## config.mk

```make
export PLATFORM = sky130hd
export DESIGN_NAME = ire_coord
export DESIGN_NICKNAME = d
export VERILOG_FILES = /design/src/rtl/core/ire_pkg.sv /design/src/rtl/core/ire_coord.sv
export SDC_FILE = /design/constraint.sdc
export NUM_CORES = 1
export LEC_CHECK = 0
export CELL_PAD_IN_SITES_DETAIL_PLACEMENT = 0
export CELL_PAD_IN_SITES_GLOBAL_PLACEMENT = 1
export CORE_MARGIN = 2
export CORE_UTILIZATION = 45
export CTS_CLUSTER_DIAMETER = 150
export CTS_CLUSTER_SIZE = 40
export DETAILED_ROUTE_END_ITERATION = 8
export DONT_BUFFER_PORTS = 1
export GPL_TIMING_DRIVEN = 0
export PLACE_DENSITY = 0.8
export SYNTH_ARGS = -nofsm -noshare
export SYNTH_HDL_FRONTEND = slang
export SYNTH_SLANG_ARGS = --single-unit
```

## constraint.sdc

```tcl
create_clock -name clk -period 10.47 [get_ports clk]
set_input_delay 1.047 -clock clk [delete_from_list [all_inputs] [get_ports clk]]
set_output_delay 1.047 -clock clk [all_outputs]
set_load 0.1 [all_outputs]
```

## src/rtl/core/ire_pkg.sv

```systemverilog
// shared constants, types and codes of the image resize core
package ire_pkg;

  // store geometry and fixed-point format
  localparam int MAX_IN_HEIGHT = 256;
  localparam int MAX_IN_WIDTH  = 256;
  localparam int FRAC_BITS     = 16;

  localparam int MAX_IN_DIM = (MAX_IN_HEIGHT > MAX_IN_WIDTH) ? MAX_IN_HEIGHT : MAX_IN_WIDTH;
  localparam int IDX_W      = (MAX_IN_DIM > 1) ? $clog2(MAX_IN_DIM) : 1;
  localparam int CNT_W      = $clog2(MAX_IN_DIM + 1);
  localparam int ROW_W      = $clog2(MAX_IN_HEIGHT);
  localparam int COL_W      = $clog2(MAX_IN_WIDTH);

  // port field widths
  localparam int IN_SIZE_W   = 9;
  localparam int OUT_SIZE_W  = 13;
  localparam int COORD_W     = 12;
  localparam int SAMPLE_W    = 8;
  localparam int CFG_INDEX_W = 3;
  localparam int CFG_DATA_W  = 13;

  // scale and coordinate arithmetic
  localparam int SCALE_W   = CNT_W + FRAC_BITS;
  localparam int MUL_W     = COORD_W + 1;
  localparam int PROD_W    = MUL_W + SCALE_W;
  localparam int DIV_CNT_W = $clog2(SCALE_W + 1);
  localparam longint FRAC_ONE  = 64'd1 << FRAC_BITS;
  localparam longint FRAC_HALF = 64'd1 << (FRAC_BITS - 1);

  // frame store banks split by row and column parity
  localparam int BANK_ADDR_W = (ROW_W - 1) + (COL_W - 1);
  localparam int BANK_DEPTH  = 1 << BANK_ADDR_W;

  // bilinear datapath widths
  localparam int FR_W    = FRAC_BITS + 1;
  localparam int DIFF_W  = SAMPLE_W + 1;
  localparam int DIFF2_W = SAMPLE_W + 2;
  localparam int INNER_W = FR_W + DIFF2_W + 1;
  localparam int ACC_W   = SAMPLE_W + 2 * FRAC_BITS + 8;

  typedef enum logic {
    OP_LOAD  = 1'b0,
    OP_QUERY = 1'b1
  } op_t;

  typedef enum logic [CFG_INDEX_W-1:0] {
    REG_IN_HEIGHT     = 3'd0,
    REG_IN_WIDTH      = 3'd1,
    REG_OUT_HEIGHT    = 3'd2,
    REG_OUT_WIDTH     = 3'd3,
    REG_INTERP_MODE   = 3'd4,
    REG_CORNER_ALIGN  = 3'd5,
    REG_HALF_PIXEL    = 3'd6
  } cfg_reg_t;

  typedef struct packed {
    logic [IDX_W-1:0]     i0;
    logic [IDX_W-1:0]     i1;
    logic [FRAC_BITS-1:0] frac;
  } coord_t;

  typedef struct packed {
    logic                wr;
    logic                rd;
    logic [ROW_W-1:0]    wrow;
    logic [COL_W-1:0]    wcol;
    logic [SAMPLE_W-1:0] data;
    logic [ROW_W-1:0]    y0;
    logic [ROW_W-1:0]    y1;
    logic [COL_W-1:0]    x0;
    logic [COL_W-1:0]    x1;
  } store_req_t;

  typedef struct packed {
    logic signed [SAMPLE_W-1:0] p00;
    logic signed [SAMPLE_W-1:0] p01;
    logic signed [SAMPLE_W-1:0] p10;
    logic signed [SAMPLE_W-1:0] p11;
  } pix_quad_t;

endpackage

```

## src/rtl/core/ire_coord.sv

```systemverilog
// two-stage source coordinate unit for one axis
module ire_coord
  import ire_pkg::*;
(
  input  logic               clk,
  input  logic               adv,
  input  logic [COORD_W-1:0] q,
  input  logic [SCALE_W-1:0] scale,
  input  logic [CNT_W-1:0]   n,
  input  logic               bilin,
  input  logic               hpc,
  output coord_t             c
);

  localparam int IW  = PROD_W + 1 - FRAC_BITS;
  localparam int PW1 = PROD_W + 1;

  logic [MUL_W-1:0]     m;
  logic [PROD_W-1:0]    prod;
  logic [PROD_W:0]      rnd;
  logic [PROD_W-1:0]    shifted;
  logic [PROD_W-1:0]    pos;
  logic [IW-1:0]        near_idx;
  logic [IW-1:0]        lin_idx;
  logic [IW-1:0]        idx;
  logic [IW-1:0]        nm1;
  logic [FRAC_BITS-1:0] frac;
  logic [IDX_W-1:0]     i0;
  coord_t               c_next;

  // half-pixel centers sample at 2q+1 in half units
  assign m = hpc ? {q, 1'b1} : {1'b0, q};

  always_ff @(posedge clk) begin
    if (adv) begin
      prod <= PROD_W'(m) * PROD_W'(scale);
    end
  end

  always_comb begin
    rnd      = {1'b0, prod} + PW1'(FRAC_HALF);
    near_idx = hpc ? IW'(prod >> (FRAC_BITS + 1)) : IW'(rnd >> FRAC_BITS);
    shifted  = (prod > PROD_W'(FRAC_ONE)) ? prod - PROD_W'(FRAC_ONE) : '0;
    pos      = hpc ? (shifted >> 1) : prod;
    lin_idx  = IW'(pos >> FRAC_BITS);
    nm1      = IW'(n - 1'b1);
    idx      = bilin ? lin_idx : near_idx;
    frac     = bilin ? pos[FRAC_BITS-1:0] : '0;
    if (idx > nm1) begin
      idx  = nm1;
      frac = '0;
    end
    i0          = IDX_W'(idx);
    c_next.i0   = i0;
    c_next.i1   = (idx < nm1) ? i0 + 1'b1 : IDX_W'(nm1);
    c_next.frac = frac;
  end

  always_ff @(posedge clk) begin
    if (adv) begin
      c <= c_next;
    end
  end

endmodule

```

Yosys cells after proc, flatten, opt, wreduce, memory -nomap -nowiden
Cells that the tools add are included.

storage, ports and cells
  register bits = 70
  bits of input ports = 50
  output and inout port bits = 32
  logic and storage cells = 21

operators by class
  add/sub/neg operators = 4
  multipliers = 1
  order comparisons = 3
  multiplexer cells = 7
  bitwise operators = 1
  reduce and logical (&&, ||, !) cells = 1

operators by type and width
  cell                                                   number
  2-to-1 mux 38 bit                                      2
  2-to-1 mux 23 bit                                      3
  adder 38 x 16 -> 39 bit (second input constant)        1
  > comparator 38 x 17 -> 1 bit (second input constant)  1
  multiplier 13 x 25 -> 38 bit                           1
  subtractor 38 x 17 -> 38 bit (second input constant)   1
  > comparator 23 bit                                    1
  < comparator 23 bit                                    1
  2-to-1 mux 13 bit                                      1
  subtractor 9 x 1 -> 10 bit (second input constant)     1
  adder 8 x 1 -> 8 bit (second input constant)           1
  2-to-1 mux 8 bit                                       1
  OR reduction 2 bit                                     1
  NOT 1 bit                                              1

Longest topological paths before layout
Gate-level depths: netlist of run 1.

  word-level depth = 8
  mapped depth = 30
  depth with buffers taken out = 28

Least setup slack after synthesis of run 1
OpenSTA, ideal clock, no wires.

  path kind = input to register
  start point = input hpc
  end point = register prod[33] (data pin)
  library setup time = 265 ps
  data arrival time = 7551 ps
  required time = 10205 ps
  path slack = 2654 ps
  stages = 23
  buffers on the path = 5
  cell sequence = clkbuf_1 -> clkbuf_1 -> buf_1 -> clkbuf_1 -> and2_1 -> clkbuf_1 -> nand2_1 -> fa_1 -> inv_1 -> fa_1 -> fa_1 -> fa_1 -> fa_1 -> ha_1 -> a21o_1 -> a21o_1 -> a221o_1 -> a31oi_1 -> o221ai_1 -> a31oi_1 -> o21ai_0 -> a21boi_0 -> xnor2_1

on the way
  word-level cells in the longest chain between the ends = 2

RTL lines
  item                          line             source
  start: declaration            ire_coord.sv:11  input logic hpc,
  2-to-1 mux 13 bit             ire_coord.sv:32  assign m = hpc ? {q, 1'b1} : {1'b0, q};
  multiplier 13 x 25 -> 38 bit  ire_coord.sv:36  prod <= PROD_W'(m) * PROD_W'(scale);
  end signal: assignment        ire_coord.sv:36
  end: declaration              ire_coord.sv:19  logic [PROD_W-1:0] prod;

Every way passes these cells.
A chain may end at the register's enable or synchronous reset.

Worst setup path after layout of run 1
Same ends and word-level chain as after synthesis.

==> results of run 1 <==
==> worst max-delay path, cell delays in order <==
cell	delay, ps
clkbuf_1	310
clkbuf_1	530
clkbuf_1	450
clkbuf_1	500
mux2_2	470
clkbuf_1	700
nand2_1	190
fa_1	550
fa_1	520
inv_1	50
fa_1	470
inv_1	50
fa_1	530
inv_1	50
fa_1	470
ha_1	370
o21a_1	250
a21oi_1	140
o21ai_0	90
a21oi_1	450
o221ai_1	220
a31oi_1	440
o21ai_0	290
a21boi_0	280
xnor2_1	90
==> cells in the mapped netlist (18+ instances only) <==
library cell,instances
o21ai_0,46
nand2_1,281
nor2b_1,36
and2_1,102
fa_1,253
xor2_1,18
nand3_1,46
a21oi_1,81
nor3_1,28
xnor2_1,37
edfxtp_1,70
ha_1,134
inv_1,258
a21o_1,33
clkbuf_1,80
nor2_1,56
==> state kept, by name, indices dropped and copies added (netlist names) <==
| name | flops |
|---|---|
| prod | 38 |
| c | 32 |
==> per-stage QoR <==
stage | setup slack (ps) | hold WS, ps | util (%) | std cells | cell area, um^2
final | 1030 | 676 | 47.9 | 2229 | 16400
after global routing | 601 | 692 | 47.9 | 2229 | 16400
after CTS | 1130 | 673 | 47.9 | 2229 | 16400
after detailed placement | 784 | 652 | 47.0 | 2213 | 16100
after global placement | 828 | 660 | 47.0 | 2213 | 16100
after floorplan | 2650 | 583 | - | 1758 | 15600
==> path summary, 6_finish.rpt <==
path	endpoint	cells past startpoint	slack, ps	startpoint
worst max-delay path	prod[33]	25	1030	hpc
worst min-delay path	c[4]	2	680	prod[4]
worst min register to register	c[4]	2	680	prod[4]
worst max register to register	c[22]	26	2180	prod[18]
==> logic make-up after synthesis <==
kind of cell    count (synthesis)
mux                            28
fa+ha+maj                     387
buf+inv                       348
simple gates                  624
compound gates                246
xor+xnor                       55
flops                          70
==> layout make-up <==
type,count,area [um^2],share of cell area (%)
clock inverter,7,61.3,0.373
tap,455,569,3.47
clock buffer,9,225,1.37
multi-input combinational,1340,12100,74.0
sequential,70,2100,12.8
buffer,90,350,2.13
inverter,258,968,5.90
==> per-layer routing <==
metal	track usage, %	vias up
li1	-	5729
met1	33.1	6226
met2	40.1	411
met3	4.21	56
met4	5.72	0
met5	0	-
==> metrics, run 1 <==
Detail Placement HPWL 34800 um; max-cap viol count 0; Worst setup SP type input port; WL met3 2940 um; CTS buffer count 9; Seq/Total Area, Yosys 13.5%; Post-DRT Antenna Nets 0; Hold Fails Final Rpt 0; root buf cell clkbuf_16; post-route clock skew 12.5 ps; Crit. End Element register; Peak Freq 0.106 GHz; # hold bufs at CTS 0; synthesized area 15600 um^2; Post-route DRC 0; grt total ovfl 0; mux cell area share after synthesis 1.94%; NumNets Final 2206; CP Max Fanout 10; Critical Path RT 10550 ps; most frequent cells in the layout 281 x nand2_1, 258 x inv_1, 253 x fa_1; Post CTS Setup Buffer Count 0; crit path DAT 9520 ps; Post-synth ARST share 0%; count of final setup violators 0; number of standard cells after synthesis 1758; hold crit path type reg -> reg; total number of yosys warnings 0; H-tree depth 3; final worst path period share 90.1%; wire length on met2 20500 um; final WL 43000 um; Yosys reg bits 70; post-cts sizing count 0; PortBufs 0; post-synthesis adder-cell area fraction 43.3%; Synth Area in Compound Gates 10.4%; Initial Util 45.4%; Bufs on Longest Clock Path 2; Core ar. 34300 um^2; via count of the first global-routing pass 12395; vias 12422; CTS tree done; Worst-Skew Late Latency 340 ps; Starting DRT DRC Count 832; Worst-Margin Slew 1030 ps; largest net degree at the start of global routing 71; status completed; global-route wire length before repair 68000 um; main combinational cell family by area after synthesis adder cells; row cnt 68; clock transition at the registers of the reported paths 60 ps; Syn Area/Cell 8.85 um^2; GRT Total Usage 24.2%; EDFF count, synth 70; Relative slew margins 29.4%; Via-to-Cell Ratio 5.57; RSZ-0062 raised after global routing no; Layout area overhead 5.50%; post-synth top area share 32.5%; final setup TNS 0 ps; Final Max Tran Viols 0; Synth cell types 64; num ports 82; Die H 190 um; Metal-1 WL 18600 um; simple-gate share of the synthesized area 19.3%; gpl congestion 0.934; drt wl/cell 19.3 um; initial antenna violation count 0; top area cells in the synthesized netlist fa_1 33%, edfxtp_1 14%, ha_1 11%; Die ar. 36100 um^2; critical path class in -> reg; post-synth top area cell fa_1; CTS sink count 70; top layer in use met4; Final min period 9440 ps; Post-synth top flop edfxtp_1; syn nets 2195; Fill cells 3318; drt pass-1 iters 5; most common cell after layout, fill and taps aside nand2_1; share of cells above drive strength 1 2.87%; Chip Width 190 um; antenna cell count 0; Synth Area in XOR/XNOR 3.10%
Power of run 1 is left out: the tool's default activity adds up to more than one toggle a clock period on the data nets, which glitch-free logic cannot reach.
==> inputs of run 2 (changes only) <==
--- a/config.mk
+++ b/config.mk
@@ -14,7 +14,8 @@
 export DETAILED_ROUTE_END_ITERATION = 8
 export DONT_BUFFER_PORTS = 1
 export GPL_TIMING_DRIVEN = 0
-export PLACE_DENSITY = 0.8
+export PLACE_DENSITY_LB_ADDON = 0.1
+export SKIP_LAST_GASP = 1
 export SYNTH_ARGS = -nofsm -noshare
 export SYNTH_HDL_FRONTEND = slang
 export SYNTH_SLANG_ARGS = --single-unit
==> run 2 against run 1 <==
Effect of this change:
- die area did not move
- maximum frequency fell by 0.98%
- non-clock buffer count is the same
- via count down 1.4%
- worst hold slack got worse by 12 ps
- design area is the same
- global-route usage increased by 1.2 points
- critical path type unchanged
- largest cell class unchanged
- highest routed layer unchanged
==> metrics, run 2 (synthesized netlist as in run 1, its figures left out) <==
status completed; largest net degree at the start of global routing 71; vias 12253; Largest Register prod; root buf cell clkbuf_16; Hold Fails Final Rpt 0; Buf+Inv Stages, Crit Path 8; Relative slew margins 27.5%; via count of the first global-routing pass 12475; Critical Path RT 10550 ps; drt pass-1 iters 5; most common cell after layout, fill and taps aside nand2_1; critical path class in -> reg; count of final setup violators 0; Detail Placement HPWL 36500 um; Chip Width 190 um; worst reg2reg startpoint prod[18]; Final Max Tran Viols 0; antenna cell count 0; Starting DRT DRC Count 710; multi-input logic area 12100 um^2; Core ar. 34300 um^2; Largest register FFs 38; Worst-Margin Slew 1060 ps; PortBufs 0; CP Capture Point prod[33]; Post CTS Setup Buffer Count 0; Worst-Skew Late Latency 340 ps; Reg2Reg Setup Slack 2170 ps; Final min period 9530 ps; drt wl/cell 20.1 um; row cnt 68; final worst path period share 91.0%; CP Max Fanout 10; Post-DRT Antenna Nets 0; Die H 190 um; largest registers prod x38, c x32; CTS tree done; Bufs on Longest Clock Path 2; CP peak stage delay 690 ps; Crit. End Element register; gpl congestion 0.910; Peak Freq 0.105 GHz; Die ar. 36100 um^2; Crit. Startpoint hpc; Storage cell area 2100 um^2; grt total ovfl 0; Reg2Reg Depth 26; GRT Total Usage 25.4%; num ports 82; delay-heaviest family, CP adder cells; initial antenna violation count 2; post-route clock skew 10.9 ps; NumNets Final 2206; CP max-delay cell clkbuf_1; global-route wire length before repair 70400 um; Via-to-Cell Ratio 5.50; hold crit path type reg -> reg; max-cap viol count 0; clock transition at the registers of the reported paths 70 ps; Layout area overhead 5.50%; crit path DAT 9610 ps; RSZ-0062 raised after global routing no; Crit path depth 25; Initial Util 45.4%; share of cells above drive strength 1 2.87%; Worst setup SP type input port; # hold bufs at CTS 0; CTS sink count 70; final setup TNS 0 ps; Fill cells 3326; post-cts sizing count 0; H-tree depth 3; most frequent cells in the layout 281 x nand2_1, 258 x inv_1, 253 x fa_1; CTS buffer count 9; reg-to-reg endpoint c[22]; final WL 44900 um; Post-route DRC 0
==> run 2: per-layer routing <==
metal / routed length (um) / global-route usage (%)
met1: 20300 / 35.1
met2: 21100 / 41.9
met3: 2340 / 3.86
met4: 1020 / 6.56
met5: 0 / 0
==> run 2: worst reg2reg max path: cells and delay by family, from the launching register on <==
family | cells | cell delay (ps)
compound gates | 10 | 2630
fa+ha+maj | 2 | 640
buf+inv | 2 | 540
flops | 1 | 350
mux | 2 | 720
simple gates | 10 | 3160
==> run 2: worst min-delay path by stage <==
stage / start / to / slack, ps / cells past startpoint
2_1_floorplan: prod[0] / c[0] / 580 / 2
4_1_cts: prod[0] / c[0] / 660 / 2
3_5_place_dp: prod[0] / c[0] / 650 / 2
3_3_place_gp: prod[0] / c[0] / 630 / 2
5_1_grt: prod[9] / c[9] / 700 / 2
6_report: prod[0] / c[0] / 660 / 2
==> run 2: area by class of cell <==
type | count | share of cell area, %
Tap cell | 455 | 3.47
Sequential cell | 70 | 12.8
Multi-Input combinational cell | 1340 | 74.0
Inverter | 258 | 5.90
Buffer | 90 | 2.13
Clock buffer | 9 | 1.37
Clock inverter | 7 | 0.373
==> run 2: per-stage QoR <==
step | std cells | hold WS [ps] | setup WS, ps | instance area, um^2 | utilization, %
final | 2229 | 664 | 939 | 16400 | 47.9
after CTS | 2229 | 663 | 839 | 16400 | 47.9
after detailed placement | 2213 | 649 | 513 | 16100 | 47.0
after global placement | 2213 | 628 | 514 | 16100 | 47.0
after global routing | 2229 | 697 | 388 | 16400 | 47.9
after floorplan | 1758 | 583 | 2650 | 15600 | -
Power of run 2 is left out for the same reason.
