[src/rtl/core/ire_pkg.sv]
// shared constants, types and codes of the image resize core
package ire_pkg;

  // store geometry and fixed-point format
  localparam int MAX_IN_HEIGHT = 256;
  localparam int MAX_IN_WIDTH  = 256;
  localparam int FRAC_BITS     = 16;

  localparam int MAX_IN_DIM = (MAX_IN_HEIGHT > MAX_IN_WIDTH) ? MAX_IN_HEIGHT : MAX_IN_WIDTH;
  localparam int IDX_W      = (MAX_IN_DIM > 1) ? $clog2(MAX_IN_DIM) : 1;
  localparam int CNT_W      = $clog2(MAX_IN_DIM + 1);
  localparam int ROW_W      = $clog2(MAX_IN_HEIGHT);
  localparam int COL_W      = $clog2(MAX_IN_WIDTH);

  // port field widths
  localparam int IN_SIZE_W   = 9;
  localparam int OUT_SIZE_W  = 13;
  localparam int COORD_W     = 12;
  localparam int SAMPLE_W    = 8;
  localparam int CFG_INDEX_W = 3;
  localparam int CFG_DATA_W  = 13;

  // scale and coordinate arithmetic
  localparam int SCALE_W   = CNT_W + FRAC_BITS;
  localparam int MUL_W     = COORD_W + 1;
  localparam int PROD_W    = MUL_W + SCALE_W;
  localparam int DIV_CNT_W = $clog2(SCALE_W + 1);
  localparam longint FRAC_ONE  = 64'd1 << FRAC_BITS;
  localparam longint FRAC_HALF = 64'd1 << (FRAC_BITS - 1);

  // frame store banks split by row and column parity
  localparam int BANK_ADDR_W = (ROW_W - 1) + (COL_W - 1);
  localparam int BANK_DEPTH  = 1 << BANK_ADDR_W;

  // bilinear datapath widths
  localparam int FR_W    = FRAC_BITS + 1;
  localparam int DIFF_W  = SAMPLE_W + 1;
  localparam int DIFF2_W = SAMPLE_W + 2;
  localparam int INNER_W = FR_W + DIFF2_W + 1;
  localparam int ACC_W   = SAMPLE_W + 2 * FRAC_BITS + 8;

  typedef enum logic {
    OP_LOAD  = 1'b0,
    OP_QUERY = 1'b1
  } op_t;

  typedef enum logic [CFG_INDEX_W-1:0] {
    REG_IN_HEIGHT     = 3'd0,
    REG_IN_WIDTH      = 3'd1,
    REG_OUT_HEIGHT    = 3'd2,
    REG_OUT_WIDTH     = 3'd3,
    REG_INTERP_MODE   = 3'd4,
    REG_CORNER_ALIGN  = 3'd5,
    REG_HALF_PIXEL    = 3'd6
  } cfg_reg_t;

  typedef struct packed {
    logic [IDX_W-1:0]     i0;
    logic [IDX_W-1:0]     i1;
    logic [FRAC_BITS-1:0] frac;
  } coord_t;

  typedef struct packed {
    logic                wr;
    logic                rd;
    logic [ROW_W-1:0]    wrow;
    logic [COL_W-1:0]    wcol;
    logic [SAMPLE_W-1:0] data;
    logic [ROW_W-1:0]    y0;
    logic [ROW_W-1:0]    y1;
    logic [COL_W-1:0]    x0;
    logic [COL_W-1:0]    x1;
  } store_req_t;

  typedef struct packed {
    logic signed [SAMPLE_W-1:0] p00;
    logic signed [SAMPLE_W-1:0] p01;
    logic signed [SAMPLE_W-1:0] p10;
    logic signed [SAMPLE_W-1:0] p11;
  } pix_quad_t;

endpackage

[src/rtl/core/ire_div.sv]
// restoring divider for the per-axis scale, one quotient bit per cycle
module ire_div
  import ire_pkg::*;
(
  input  logic                  clk,
  input  logic                  rst,
  input  logic                  start,
  input  logic [SCALE_W-1:0]    num,
  input  logic [OUT_SIZE_W-1:0] den,
  output logic                  busy,
  output logic [SCALE_W-1:0]    quo
);

  logic [OUT_SIZE_W-1:0] rem;
  logic [OUT_SIZE_W-1:0] den_r;
  logic [OUT_SIZE_W:0]   trial;
  logic                  ge;
  logic [SCALE_W-1:0]    sh;
  logic [DIV_CNT_W-1:0]  cnt;

  assign trial = {rem, sh[SCALE_W-1]};
  assign ge    = trial >= {1'b0, den_r};
  assign quo   = sh;

  always_ff @(posedge clk) begin
    if (rst) begin
      busy <= 1'b0;
      cnt  <= '0;
    end else if (start) begin
      busy  <= 1'b1;
      cnt   <= DIV_CNT_W'(SCALE_W);
      sh    <= num;
      rem   <= '0;
      den_r <= den;
    end else if (busy) begin
      rem <= ge ? OUT_SIZE_W'(trial - {1'b0, den_r}) : OUT_SIZE_W'(trial);
      sh  <= {sh[SCALE_W-2:0], ge};
      cnt <= cnt - 1'b1;
      if (cnt == DIV_CNT_W'(1)) begin
        busy <= 1'b0;
      end
    end
  end

endmodule

[config.mk]
export PLATFORM = sky130hd
export DESIGN_NAME = ire_div
export DESIGN_NICKNAME = d
export VERILOG_FILES = /design/src/rtl/core/ire_pkg.sv /design/src/rtl/core/ire_div.sv
export SDC_FILE = /design/constraint.sdc
export NUM_CORES = 1
export LEC_CHECK = 0
export BUFFER_PORTS_ARGS = -buffer_cell sky130_fd_sc_hd__buf_2
export CORE_AREA = 2 2 97 71
export DETAILED_ROUTE_END_ITERATION = 8
export DIE_AREA = 0 0 99 73
export GPL_TIMING_DRIVEN = 0
export PLACE_DENSITY = 0.83
export SYNTH_ARGS = -nofsm -noshare
export SYNTH_HDL_FRONTEND = slang
export SYNTH_SLANG_ARGS = --single-unit
[constraint.sdc]
create_clock -name clk -period 8 [get_ports clk]
set_input_delay 0 -clock clk [delete_from_list [all_inputs] [get_ports clk]]
set_output_delay 0 -clock clk [all_outputs]
set_load 0.05 [all_outputs]
# ---- Yosys cells after proc, flatten, opt, wreduce, memory -nomap -nowiden
# Cells that the tools add are included.
dict set report op_classes {
  eq_ne 1
  n_lt_le_gt_ge 1
  n_reduce_logical 4
  muxes 9
  add_sub_neg 2
  n_bitwise 1
}
# op n
set op_table {}
lappend op_table {{$mux W25} 2}
lappend op_table {{$mux W13} 2}
lappend op_table {{$ge A14 B13 Y1} 1}
lappend op_table {{$sub A13 B13 Y13} 1}
lappend op_table {{$mux W5} 2}
lappend op_table {{$eq A5 B1 Y1 const B} 1}
lappend op_table {{$sub A5 B1 Y5 const B} 1}
lappend op_table {{$reduce_and A2 Y1} 2}
lappend op_table {{$mux W1} 3}
lappend op_table {{$reduce_bool A2 Y1} 1}
lappend op_table {{$reduce_or A2 Y1} 1}
lappend op_table {{$not A1 Y1} 1}
dict set report totals {
  output_inout_bits 26
  reg_bits 57
  wordCells 24
  in_bits 41
}

# ---- Longest topological paths before layout
# Gate-level depths: netlist (run 1).
dict set report logic_depth {
  ltp_word 4
  depth_mapped 11
  ltp_nobuf 10
}

# ---- Least setup slack after synthesis (run 1)
# OpenSTA, ideal clock, no wires.
dict set report synth_timing {
  path_type {reg2reg}
  startpoint {reg sh[24], in the netlist quo[24]}
  endpoint {reg sh[0], in the netlist quo[0] (data pin)}
  t_arrival_ns 2.641
  slack_ns 5.099
  required_time_ns 7.740
  setup_ns 0.260
  n_path_buf 1
  path_stages_with_launch 11
  synth_period_minus_slack_ns 2.901
  path_cell_list {edfxtp_1 -> inv_1 -> ha_1 -> inv_1 -> fa_1 -> a211oi_2 -> o21ai_4 -> a211oi_4 -> o21ai_4 -> buf_8 -> mux2_2}
}
dict set report synth_via {
  elab_chain_len 3
}
# item line
set synth_lines {}
lappend synth_lines {{from (decl)} ire_div.sv:18} ;# logic [SCALE_W-1:0] sh;
lappend synth_lines {{from (signal assigned)} ire_div.sv:32} ;# sh <= num;
lappend synth_lines {{from (signal assigned)} ire_div.sv:37} ;# sh <= {sh[SCALE_W-2:0], ge};
lappend synth_lines {{$ge A14 B13 Y1} ire_div.sv:22} ;# assign ge = trial >= {1'b0, den_r};
lappend synth_lines {{$mux W25} ire_div.sv:35} ;# end else if (busy) begin
lappend synth_lines {{$mux W25} ire_div.sv:29} ;# end else if (start) begin
# No other way between the ends. The select of a mux whose other input is x is not followed.
# A chain may end at the register's enable or synchronous reset.

# ---- Worst setup path after layout (run 1)
# Same ends and word-level chain as after synthesis.

==> results of run 1 <==
==> power by group through the flow <==
stage / logic, W / clock network, W / registers [W]
2_1_floorplan: 0.000127 / 0 / 0.000402
3_3_place_gp: 0.000196 / 0 / 0.000373
3_5_place_dp: 0.000203 / 0 / 0.000373
4_1_cts: 0.000218 / 0.000314 / 0.000367
5_1_grt: 0.000240 / 0.000327 / 0.000370
6_report: 0.000220 / 0.000311 / 0.000367
==> placed cells by master (no fill, tap or decap), types with 3 or more instances in the layout <==
master / n
a21o_1: 4
edfxtp_1: 51
mux2i_1: 7
ha_1: 15
a21oi_1: 15
xor2_1: 6
dfxtp_1: 6
nand2b_1: 3
nor2b_1: 3
o211ai_1: 4
clkbuf_8: 10
xnor2_1: 5
nor2_1: 24
buf_2: 64
dlygate4sd3_1: 38
clkbuf_1: 4
a211oi_2: 4
nand2_1: 9
inv_1: 20
nand3_1: 4
mux2_2: 25
==> area by class of cell <==
cell class,instances,share of cell area
Buffer,9,0.0128
Clock buffer,10,0.0335
Clock inverter,6,0.0220
Inverter,20,0.0183
Multi-Input combinational cell,158,0.311
Sequential cell,57,0.402
Tap cell,81,0.0247
Timing Repair Buffer,103,0.176
==> worst paths after layout <==
kind / startpoint / end / slack (ns) / cells after the start
worst max-delay path: quo[24]$_DFFE_PP_ / quo[0]$_DFFE_PP_ / 5.11 / 10
worst min-delay path: rst / cnt[0]$_SDFFE_PP0N_ / 0.03 / 2
worst min register to register: cnt[1]$_SDFFE_PP0P_ / cnt[1]$_SDFFE_PP0P_ / 0.52 / 2
worst max register to register: quo[24]$_DFFE_PP_ / quo[0]$_DFFE_PP_ / 5.11 / 10
==> metrics by stage <==
step                setup WS (ns)  cells
floorplan                    5.10    244
global placement             4.19    389
detailed placement           5.16    390
CTS                          5.15    444
global route                 4.98    444
finish                       5.11    444
==> layer usage <==
layer,vias up,wire length (um),track usage
met5,-,0,0
met2,57,3180,0.324
met1,1050,3040,0.249
li1,1128,-,-
met3,11,245,0.0469
met4,0,150,0.0868
==> critical path: cells and delay by family (launching register included) <==
kind / cells / cell delay, ns
buffers and inverters: 3 / 0.34
muxes: 1 / 0.26
adders and majority gates: 2 / 0.59
DFF: 1 / 0.40
AOI/OAI and AO/OA: 4 / 1.05
==> flip-flops by register name, indices dropped and copies added, names as in the netlist <==
signal	flops
rem	13
den_r	13
cnt	5
quo	25
busy	1
==> logic make-up (layout without fill, tap and decap cells) <==
| family | Yosys count | in the layout | synth area share |
|---|---|---|---|
| adders and majority gates | 16 | 16 | 0.0682 |
| DFF | 57 | 57 | 0.543 |
| buffers and inverters | 29 | 148 | 0.0419 |
| xor gates and xnor gates | 11 | 11 | 0.0316 |
| AOI/OAI and AO/OA | 45 | 45 | 0.117 |
| muxes | 32 | 32 | 0.115 |
| and+or+nand+nor | 54 | 54 | 0.0830 |
==> results by group, run 1 <==
Synth
  • Top-area cell type share of the netlist area: 0.503
  • FFs w/ async S/R, synth: 0
  • Synth top area cells: edfxtp_1 (50%), mux2_2 (9.2%), ha_1 (6.2%), dfxtp_1 (3.9%), nor2_1 (3.1%)
  • Post-Syn Area per Cell: 12.5 um2
  • Yosys warning total: 0
  • Synth Net Count: 301
  • Top cells by instance count after synthesis: edfxtp_1 (51), mux2_2 (25), nor2_1 (25)
  • #FFs+latches synth: 57
  • Sequential fraction of the synthesis area: 0.543
  • Biggest area consumer among synthesized cells: edfxtp_1
  • Synthesized area: 3040 um2
  • Syn Inst Count: 244
  • EDFF count, synth: 51
  • Predominant post-synthesis flop cell: edfxtp_1
  • Unique masters post-synth: 42
  • Most frequent cell after synthesis: edfxtp_1

Power
  • Clk pwr share: 0.346
  • LEAKAGE: 1.71 nW
  • Internal: 0.000632 W
  • Power per cell area: 219 nW/um2
  • Power, Total: 0.000898 W
  • Worst VDD drop: 154 uV
  • Sequential Power Share: 0.409
  • Comb power frac: 0.245
  • Switching part of the total: 0.297
  • Psw: 0.000267 W

Worst setup path
  • Arr. time, crit path: 2.99 ns
  • Critical path startpoint category: flop
  • Worst path required time: 8.10 ns
  • Crit Path Max Fanout: 10
  • Max incr delay on CP: 0.43 ns
  • CP Class: flop to flop
  • CP endpoint kind: flop
  • Crit path cell chain: inv_1 -> ha_1 -> inv_1 -> fa_1 -> a211oi_2 -> o21ai_4 -> a211oi_4 -> o21ai_4 -> buf_8 -> mux2_2
  • Slowest-stage cell, CP: fa_1

Layout
  • Reg area: 1650 um2
  • Ant. Diodes: 0
  • Layout cells sized above 1: 0.333
  • FILL cells: 480
  • Area Growth Syn to Fin: 34.8%
  • Final nets: 415
  • Finished Core Util: 0.640
  • Area occupied by multi-input gates: 1270 um2
  • Post-route cell area: 4100 um2

STA
  • Max_slew headroom: 0.441
  • RSZ-0062 raised after global routing: no
  • Final period util: 0.361
  • Period minus WS final: 2.89 ns
  • Clock skew: 0.0103 ns
  • Hold slack: 0.0280 ns
  • Fmax: 347 MHz
  • Max Slew Vio Count: 0
  • Worst Tran Pin Value: 0.834 ns
  • Total negative setup slack: 0 ns
  • Final Hold Viols: 0
  • Final setup fails: 0

Global route
  • Via count of the first global-routing pass: 2,232
  • Wire length of the first global-routing pass: 10,600 um
  • Remaining Overflow, GRT: 0
  • Initial antenna violation count: 0
  • Tot GR Track Use: 0.196
  • Largest net degree at the start of global routing: 35

Outcome
  • Outcome: finished clean

Clock network
  • Root buffer cell: clkbuf_8
  • TritonCTS Sinks: 57
  • Post-CTS setup buffer count: 0
  • Clock Latency Late Sink: 0.35 ns
  • Num CTS Buffers: 9
  • H-tree level count: 3
  • Post-CTS Hold Buffers: 38
  • CTS clock-pin slew for the worst setup and hold paths: 0.07 ns
  • CTS tree: yes
  • Post-CTS sizing: 0
  • Bufs on Longest Clock Path: 2

Worst hold path
  • Worst hold path type: input pin to flop

Drt
  • Routed len/inst: 14.9 um
  • Via count: 2,246
  • Router iterations before antenna repair: 4
  • Post-route ant nets: 0
  • Avg Vias per Cell: 5.06
  • Initial DRC Count: 158
  • Routed wire length: 6610 um
  • DRC viols: 0

Placed design
  • Placed inst area: 3490 um2
  • DPL Wire Length: 4300 um
  • Routability cong.: 0.864
  • # port buffers: 64

Die
  • Std-Cell Rows: 25
  • Initial Util: 0.475
  • Die width: 99 um
  • Die Area: 7230 um2
  • Io pins: 67
  • Die Height: 73 um
  • Core area: 6410 um2

Run
  • Max Cap Viol: 0
No activity file was read; power rests on OpenSTA's default activity.
==> inputs of run 2 (changes only) <==
==> constraint.sdc (replaced) <==
create_clock -name clk -period 2.9 [get_ports clk]
set_input_delay 0 -clock clk [delete_from_list [all_inputs] [get_ports clk]]
set_output_delay 0 -clock clk [all_outputs]
set_load 0.05 [all_outputs]
==> results by group, run 2 (synthesis results as in run 1) <==
Global route
  • Remaining Overflow, GRT: 0
  • Initial antenna violation count: 0
  • Via count of the first global-routing pass: 2,282
  • Wire length of the first global-routing pass: 11,500 um
  • Tot GR Track Use: 0.209
  • Largest net degree at the start of global routing: 30

Drt
  • Initial DRC Count: 162
  • Via count: 2,383
  • DRC viols: 0
  • Post-route ant nets: 0
  • Routed len/inst: 16.4 um
  • Avg Vias per Cell: 5.34
  • Routed wire length: 7330 um
  • Router iterations before antenna repair: 4

STA
  • Final setup fails: 0
  • Setup WS post-layout: 0.0881 ns
  • Max_slew headroom: 0.131
  • Max Slew Vio Count: 0
  • Fmax: 356 MHz
  • Clock skew: 0.0143 ns
  • Final period util: 0.970
  • Final Hold Viols: 0
  • Period minus WS final: 2.81 ns
  • Total negative setup slack: 0 ns
  • Worst Tran Pin Value: 1.30 ns

Worst setup path
  • Crit Path Max Fanout: 10
  • Crit path cell chain: inv_1 -> ha_1 -> inv_1 -> fa_2 -> a211oi_4 -> o21ai_4 -> a211oi_4 -> o21ai_4 -> buf_8 -> nor2_1 -> a211oi_2
  • Worst path required time: 2.96 ns
  • CP Class: flop to flop
  • Slowest-stage cell, CP: edfxtp_1
  • Max incr delay on CP: 0.44 ns
  • Critical path startpoint category: flop
  • CP endpoint kind: flop
  • Arr. time, crit path: 2.87 ns

Power
  • Worst VDD drop: 418 uV
  • Sequential Power Share: 0.426
  • Power per cell area: 583 nW/um2
  • LEAKAGE: 1.70 nW
  • Internal: 0.00164 W
  • Comb power frac: 0.268
  • Switching part of the total: 0.312
  • Clk pwr share: 0.306
  • Psw: 0.000742 W

Layout
  • Reg area: 1650 um2
  • Highest-count cells in the layout ignoring fill and taps: buf_2 (64), edfxtp_1 (51), dlygate4sd3_1 (38)
  • FILL cells: 478
  • Finished Core Util: 0.637
  • Final nets: 417
  • Largest register FFs: 25
  • Layout cells sized above 1: 0.332
  • Area occupied by multi-input gates: 1280 um2
  • Most common cell after layout, fill and taps aside: buf_2
  • Area Growth Syn to Fin: 34.2%
  • Ant. Diodes: 0

Clock network
  • Clock Latency Late Sink: 0.34 ns
  • CTS clock-pin slew for the worst setup and hold paths: 0.07 ns
  • H-tree level count: 3
  • TritonCTS Sinks: 57
  • Root buffer cell: clkbuf_8
  • Num CTS Buffers: 9
  • CTS tree: yes
  • Bufs on Longest Clock Path: 2

Die
  • Die Area: 7230 um2
  • Initial Util: 0.475
  • Std-Cell Rows: 25
  • Core area: 6410 um2
  • Die Height: 73 um
  • Io pins: 67
  • Die width: 99 um

Placed design
  • DPL Wire Length: 4610 um
  • Routability cong.: 0.889
  • # port buffers: 64
  • Post-Place Worst Slack: 0.0888 ns

Run
  • Max Cap Viol: 0

Outcome
  • Outcome: finished clean

Worst hold path
  • Worst hold path type: input pin to flop
-- run 2: changes by cell type in the layout (fill, tap and decap cells not counted), sizes merged --
| cell | before | now |
|---|---|---|
| buf | 70 | 72 |
| bufinv | 2 | 1 |
| clkbuf | 14 | 15 |
| clkinv | 2 | 3 |
| inv | 21 | 20 |
-- run 2: repair_timing --
action | CTS | global route
setup buffers | 0 | 2
hold endpoints to repair | 38 | 0
resized for setup | 0 | 2
endpoints found under the setup margin | 0 | 7
hold buffers | 38 | 0
-- run 2: worst paths after layout --
kind / start / end / depth (start not counted) / slack (ns)
setup / recovery: quo[24]$_DFFE_PP_ / rem[0]$_SDFFCE_PP0P_ / 11 / 0.09
hold / removal: rst / cnt[0]$_SDFFE_PP0N_ / 2 / 0.04
setup reg to reg: quo[24]$_DFFE_PP_ / rem[0]$_SDFFCE_PP0P_ / 11 / 0.09
hold reg to reg: cnt[1]$_SDFFE_PP0P_ / cnt[1]$_SDFFE_PP0P_ / 2 / 0.54
-- run 2: final cells by class --
class                      count  share of cell area
sequential                    57               0.404
clock buffer                  11              0.0321
clock inverter                 5              0.0138
inverter                      20              0.0184
tap                           81              0.0248
multi-input combinational    158               0.314
buffer                         9              0.0129
timing repair buffer         105               0.180
-- run 2: through the flow --
| stage | cells | hold slack, ns | power (W) | area (um2) |
|---|---|---|---|---|
| after floorplan | 244 | 0.0989 | 0.00146 | 3040 |
| after global placement | 389 | 0.177 | 0.00157 | 3470 |
| after detailed placement | 390 | 0.178 | 0.00160 | 3490 |
| after CTS | 444 | 0.0242 | 0.00236 | 4060 |
| after global routing | 446 | 0.0437 | 0.00248 | 4090 |
| final | 446 | 0.0391 | 0.00238 | 4090 |
-- run 2: per-layer routing --
| layer | wire length (um) | track usage | up-vias |
|---|---|---|---|
| met5 | 0 | 0 | - |
| met1 | 2990 | 0.257 | 1142 |
| met2 | 3600 | 0.357 | 94 |
| li1 | - | - | 1129 |
| met3 | 510 | 0.0594 | 18 |
| met4 | 230 | 0.0746 | 0 |
-- run 2: power by group through the flow --
stage                     Clock [W]  Sequential, W  Combinational (W)
after floorplan                   0        0.00111           0.000352
after global placement            0        0.00103           0.000543
after detailed placement          0        0.00103           0.000569
after CTS                  0.000732        0.00101           0.000612
after global routing       0.000768        0.00102           0.000688
final                      0.000729        0.00101           0.000638
-- run 2: worst max-delay path: cells and delay by family (launching register included) --
kind            cells  cell delay, ns
flops               1            0.44
fa+ha+maj           2            0.54
simple gates        1            0.20
buf+inv             3            0.35
compound gates      5            1.00
==> inputs of run 3 (changes only) <==
--- a/config.mk
+++ b/config.mk
@@ -5,12 +5,14 @@
 export SDC_FILE = /design/constraint.sdc
 export NUM_CORES = 1
 export LEC_CHECK = 0
+export ABC_AREA = 1
 export BUFFER_PORTS_ARGS = -buffer_cell sky130_fd_sc_hd__buf_2
-export CORE_AREA = 2 2 97 71
+export CORE_AREA = 2 2 99 72
 export DETAILED_ROUTE_END_ITERATION = 8
-export DIE_AREA = 0 0 99 73
+export DIE_AREA = 0 0 101 74
 export GPL_TIMING_DRIVEN = 0
-export PLACE_DENSITY = 0.83
+export PLACE_DENSITY = 0.82
+export RECOVER_POWER = 100
 export SYNTH_ARGS = -nofsm -noshare
 export SYNTH_HDL_FRONTEND = slang
 export SYNTH_SLANG_ARGS = --single-unit
==> results by group, run 3 <==
Layout
  • Most common cell after layout, fill and taps aside: nand2_1
  • Area Growth Syn to Fin: 31.0%
  • Final nets: 549
  • Highest-count cells in the layout ignoring fill and taps: nand2_1 (139), edfxtp_1 (51), inv_1 (48)
  • Layout cells sized above 1: 0.141
  • Largest register FFs: 25
  • Ant. Diodes: 0

STA
  • Clock skew: 0.0192 ns
  • RSZ-0062 raised after global routing: no
  • Final Hold Viols: 0
  • Worst Tran Pin Value: 1.43 ns
  • Max Slew Vio Count: 0
  • Hold slack: 0.227 ns
  • Max_slew headroom: 0.0466
  • Period minus WS final: 2.43 ns
  • Final period util: 0.837
  • Fmax: 412 MHz
  • Total negative setup slack: 0 ns
  • Final setup fails: 0

Drt
  • Router iterations before antenna repair: 5
  • Via count: 2,918
  • Routed wire length: 8130 um
  • Routed len/inst: 14.1 um
  • Initial DRC Count: 208
  • Avg Vias per Cell: 5.05
  • Post-route ant nets: 0
  • DRC viols: 0

Synth
  • Sequential fraction of the synthesis area: 0.523
  • Synth top area cells: edfxtp_1 (48%), nand2_1 (16%), ha_1 (5.9%), inv_1 (5.7%), nor2_1 (5.6%)
  • #FFs+latches synth: 57
  • Predominant post-synthesis flop cell: edfxtp_1
  • Top cells by instance count after synthesis: nand2_1 (137), edfxtp_1 (51), inv_1 (48)
  • Synth Net Count: 432
  • Syn Inst Count: 375
  • Top-area cell type share of the netlist area: 0.485
  • FFs w/ async S/R, synth: 0
  • Most frequent cell after synthesis: nand2_1
  • Unique masters post-synth: 29
  • EDFF count, synth: 51
  • Biggest area consumer among synthesized cells: edfxtp_1
  • Post-Syn Area per Cell: 8.42 um2
  • Synthesized area: 3160 um2
  • Yosys warning total: 0

Clock network
  • CTS tree: yes
  • Post-CTS sizing: 0
  • Root buffer cell: clkbuf_8
  • Num CTS Buffers: 9
  • H-tree level count: 3
  • CTS clock-pin slew for the worst setup and hold paths: 0.09 ns
  • Clock Latency Late Sink: 0.36 ns
  • TritonCTS Sinks: 57
  • Post-CTS setup buffer count: 0
  • Bufs on Longest Clock Path: 2

Power
  • LEAKAGE: 1.97 nW
  • Power, Total: 0.00233 W
  • Power per cell area: 562 nW/um2
  • Worst VDD drop: 361 uV
  • Clk pwr share: 0.306
  • Internal: 0.00152 W
  • Comb power frac: 0.258
  • Sequential Power Share: 0.436
  • Switching part of the total: 0.348
  • Psw: 0.000810 W

Die
  • Core area: 6570 um2
  • Std-Cell Rows: 25
  • Die width: 101 um
  • Initial Util: 0.481
  • Die Area: 7470 um2
  • Die Height: 74 um
  • Io pins: 67

Placed design
  • # port buffers: 66
  • Routability cong.: 0.895
  • DPL Wire Length: 5030 um

Worst hold path
  • Hold Path Cell Cnt: 4
  • Worst hold path type: input pin to flop

Worst setup path
  • CP endpoint kind: flop
  • R2R depth: 13
  • Crit Path Max Fanout: 10
  • Critical path startpoint category: flop
  • CP Class: flop to flop
  • Worst path required time: 3.02 ns
  • Arr. time, crit path: 2.54 ns

Global route
  • Tot GR Track Use: 0.235
  • Wire length of the first global-routing pass: 13,200 um
  • Via count of the first global-routing pass: 2,901
  • Remaining Overflow, GRT: 0
  • Initial antenna violation count: 0
  • Largest net degree at the start of global routing: 28

Outcome
  • Outcome: finished clean

Run
  • Max Cap Viol: 0
==> run 3: cell types whose count changed after synthesis, sizes merged, moves of 6 or more <==
cell | before | now
mux2 | 25 | 0
nand2 | 9 | 141
nor2 | 25 | 51
o21ai | 6 | 12
a21oi | 15 | 8
mux2i | 7 | 0
inv | 20 | 50
nand3 | 4 | 16
==> run 3: path summary, 6_finish.rpt <==
kind	to	from	slack, ns
max reg2reg	rem[6]$_SDFFCE_PP0P_	quo[24]$_DFFE_PP_	0.47
min reg2reg	cnt[4]$_SDFFE_PP0N_	cnt[4]$_SDFFE_PP0N_	0.49
max	rem[6]$_SDFFCE_PP0P_	quo[24]$_DFFE_PP_	0.47
min	quo[0]$_DFFE_PP_	start	0.23
==> run 3: logic make-up after synthesis <==
logic type | synth area share
xor+xnor | 0.0194
compound gates | 0.0440
buf+inv | 0.0733
flops | 0.523
fa+ha+maj | 0.0657
simple gates | 0.275
==> run 3: layout make-up <==
class | count | area [um2]
plain buffers | 8 | 43.8
flip-flops and latches | 57 | 1650
multi-input cells | 260 | 1260
well taps | 81 | 101
clock inverters | 7 | 62.6
fillers | 537 | 2430
repair buffers | 106 | 706
clock buffers | 9 | 124
inverters | 50 | 188
==> run 3: critical path, cell delays in order (launching register included) <==
cell	delay, ns
edfxtp_1	0.41
inv_1	0.08
ha_1	0.13
inv_1	0.09
fa_1	0.42
nand2_1	0.09
nand2_1	0.07
nand3_1	0.08
nand2_1	0.13
nand2_1	0.13
nand3_4	0.15
buf_8	0.18
o21ai_0	0.18
nor2_1	0.07
==> run 3: stage by stage <==
stage	cell area (um2)	cells	setup slack [ns]	utilization
finish	4140	578	0.473	0.630
global route	4140	578	0.269	0.630
CTS	4200	578	0.588	0.639
detailed placement	3620	523	0.601	0.551
global placement	3590	522	0.302	0.547
floorplan	3160	375	0.483	-
==> run 3: what timing repair did <==
| item | in CTS | in global routing |
|---|---|---|
| endpoints found under the setup margin | 0 | 0 |
| hold buffers | 39 | 0 |
| hold endpoints to repair | 41 | 0 |
==> run 3: power groups by stage <==
stage	Sequential [W]	Clock (W)	Combinational, W
floorplan	0.00111	0	0.000337
global placement	0.00103	0	0.000539
detailed placement	0.00103	0	0.000560
CTS	0.00101	0.000720	0.000603
global route	0.00102	0.000761	0.000668
finish	0.00101	0.000711	0.000600
==> run 3: layer usage <==
layer  routed length [um]  GRT usage  part of all wire
met1                 3410      0.285              0.42
met2                 3710      0.387              0.46
met3                  761     0.0846             0.094
met4                  240      0.101             0.030
met5                    0          0                 0
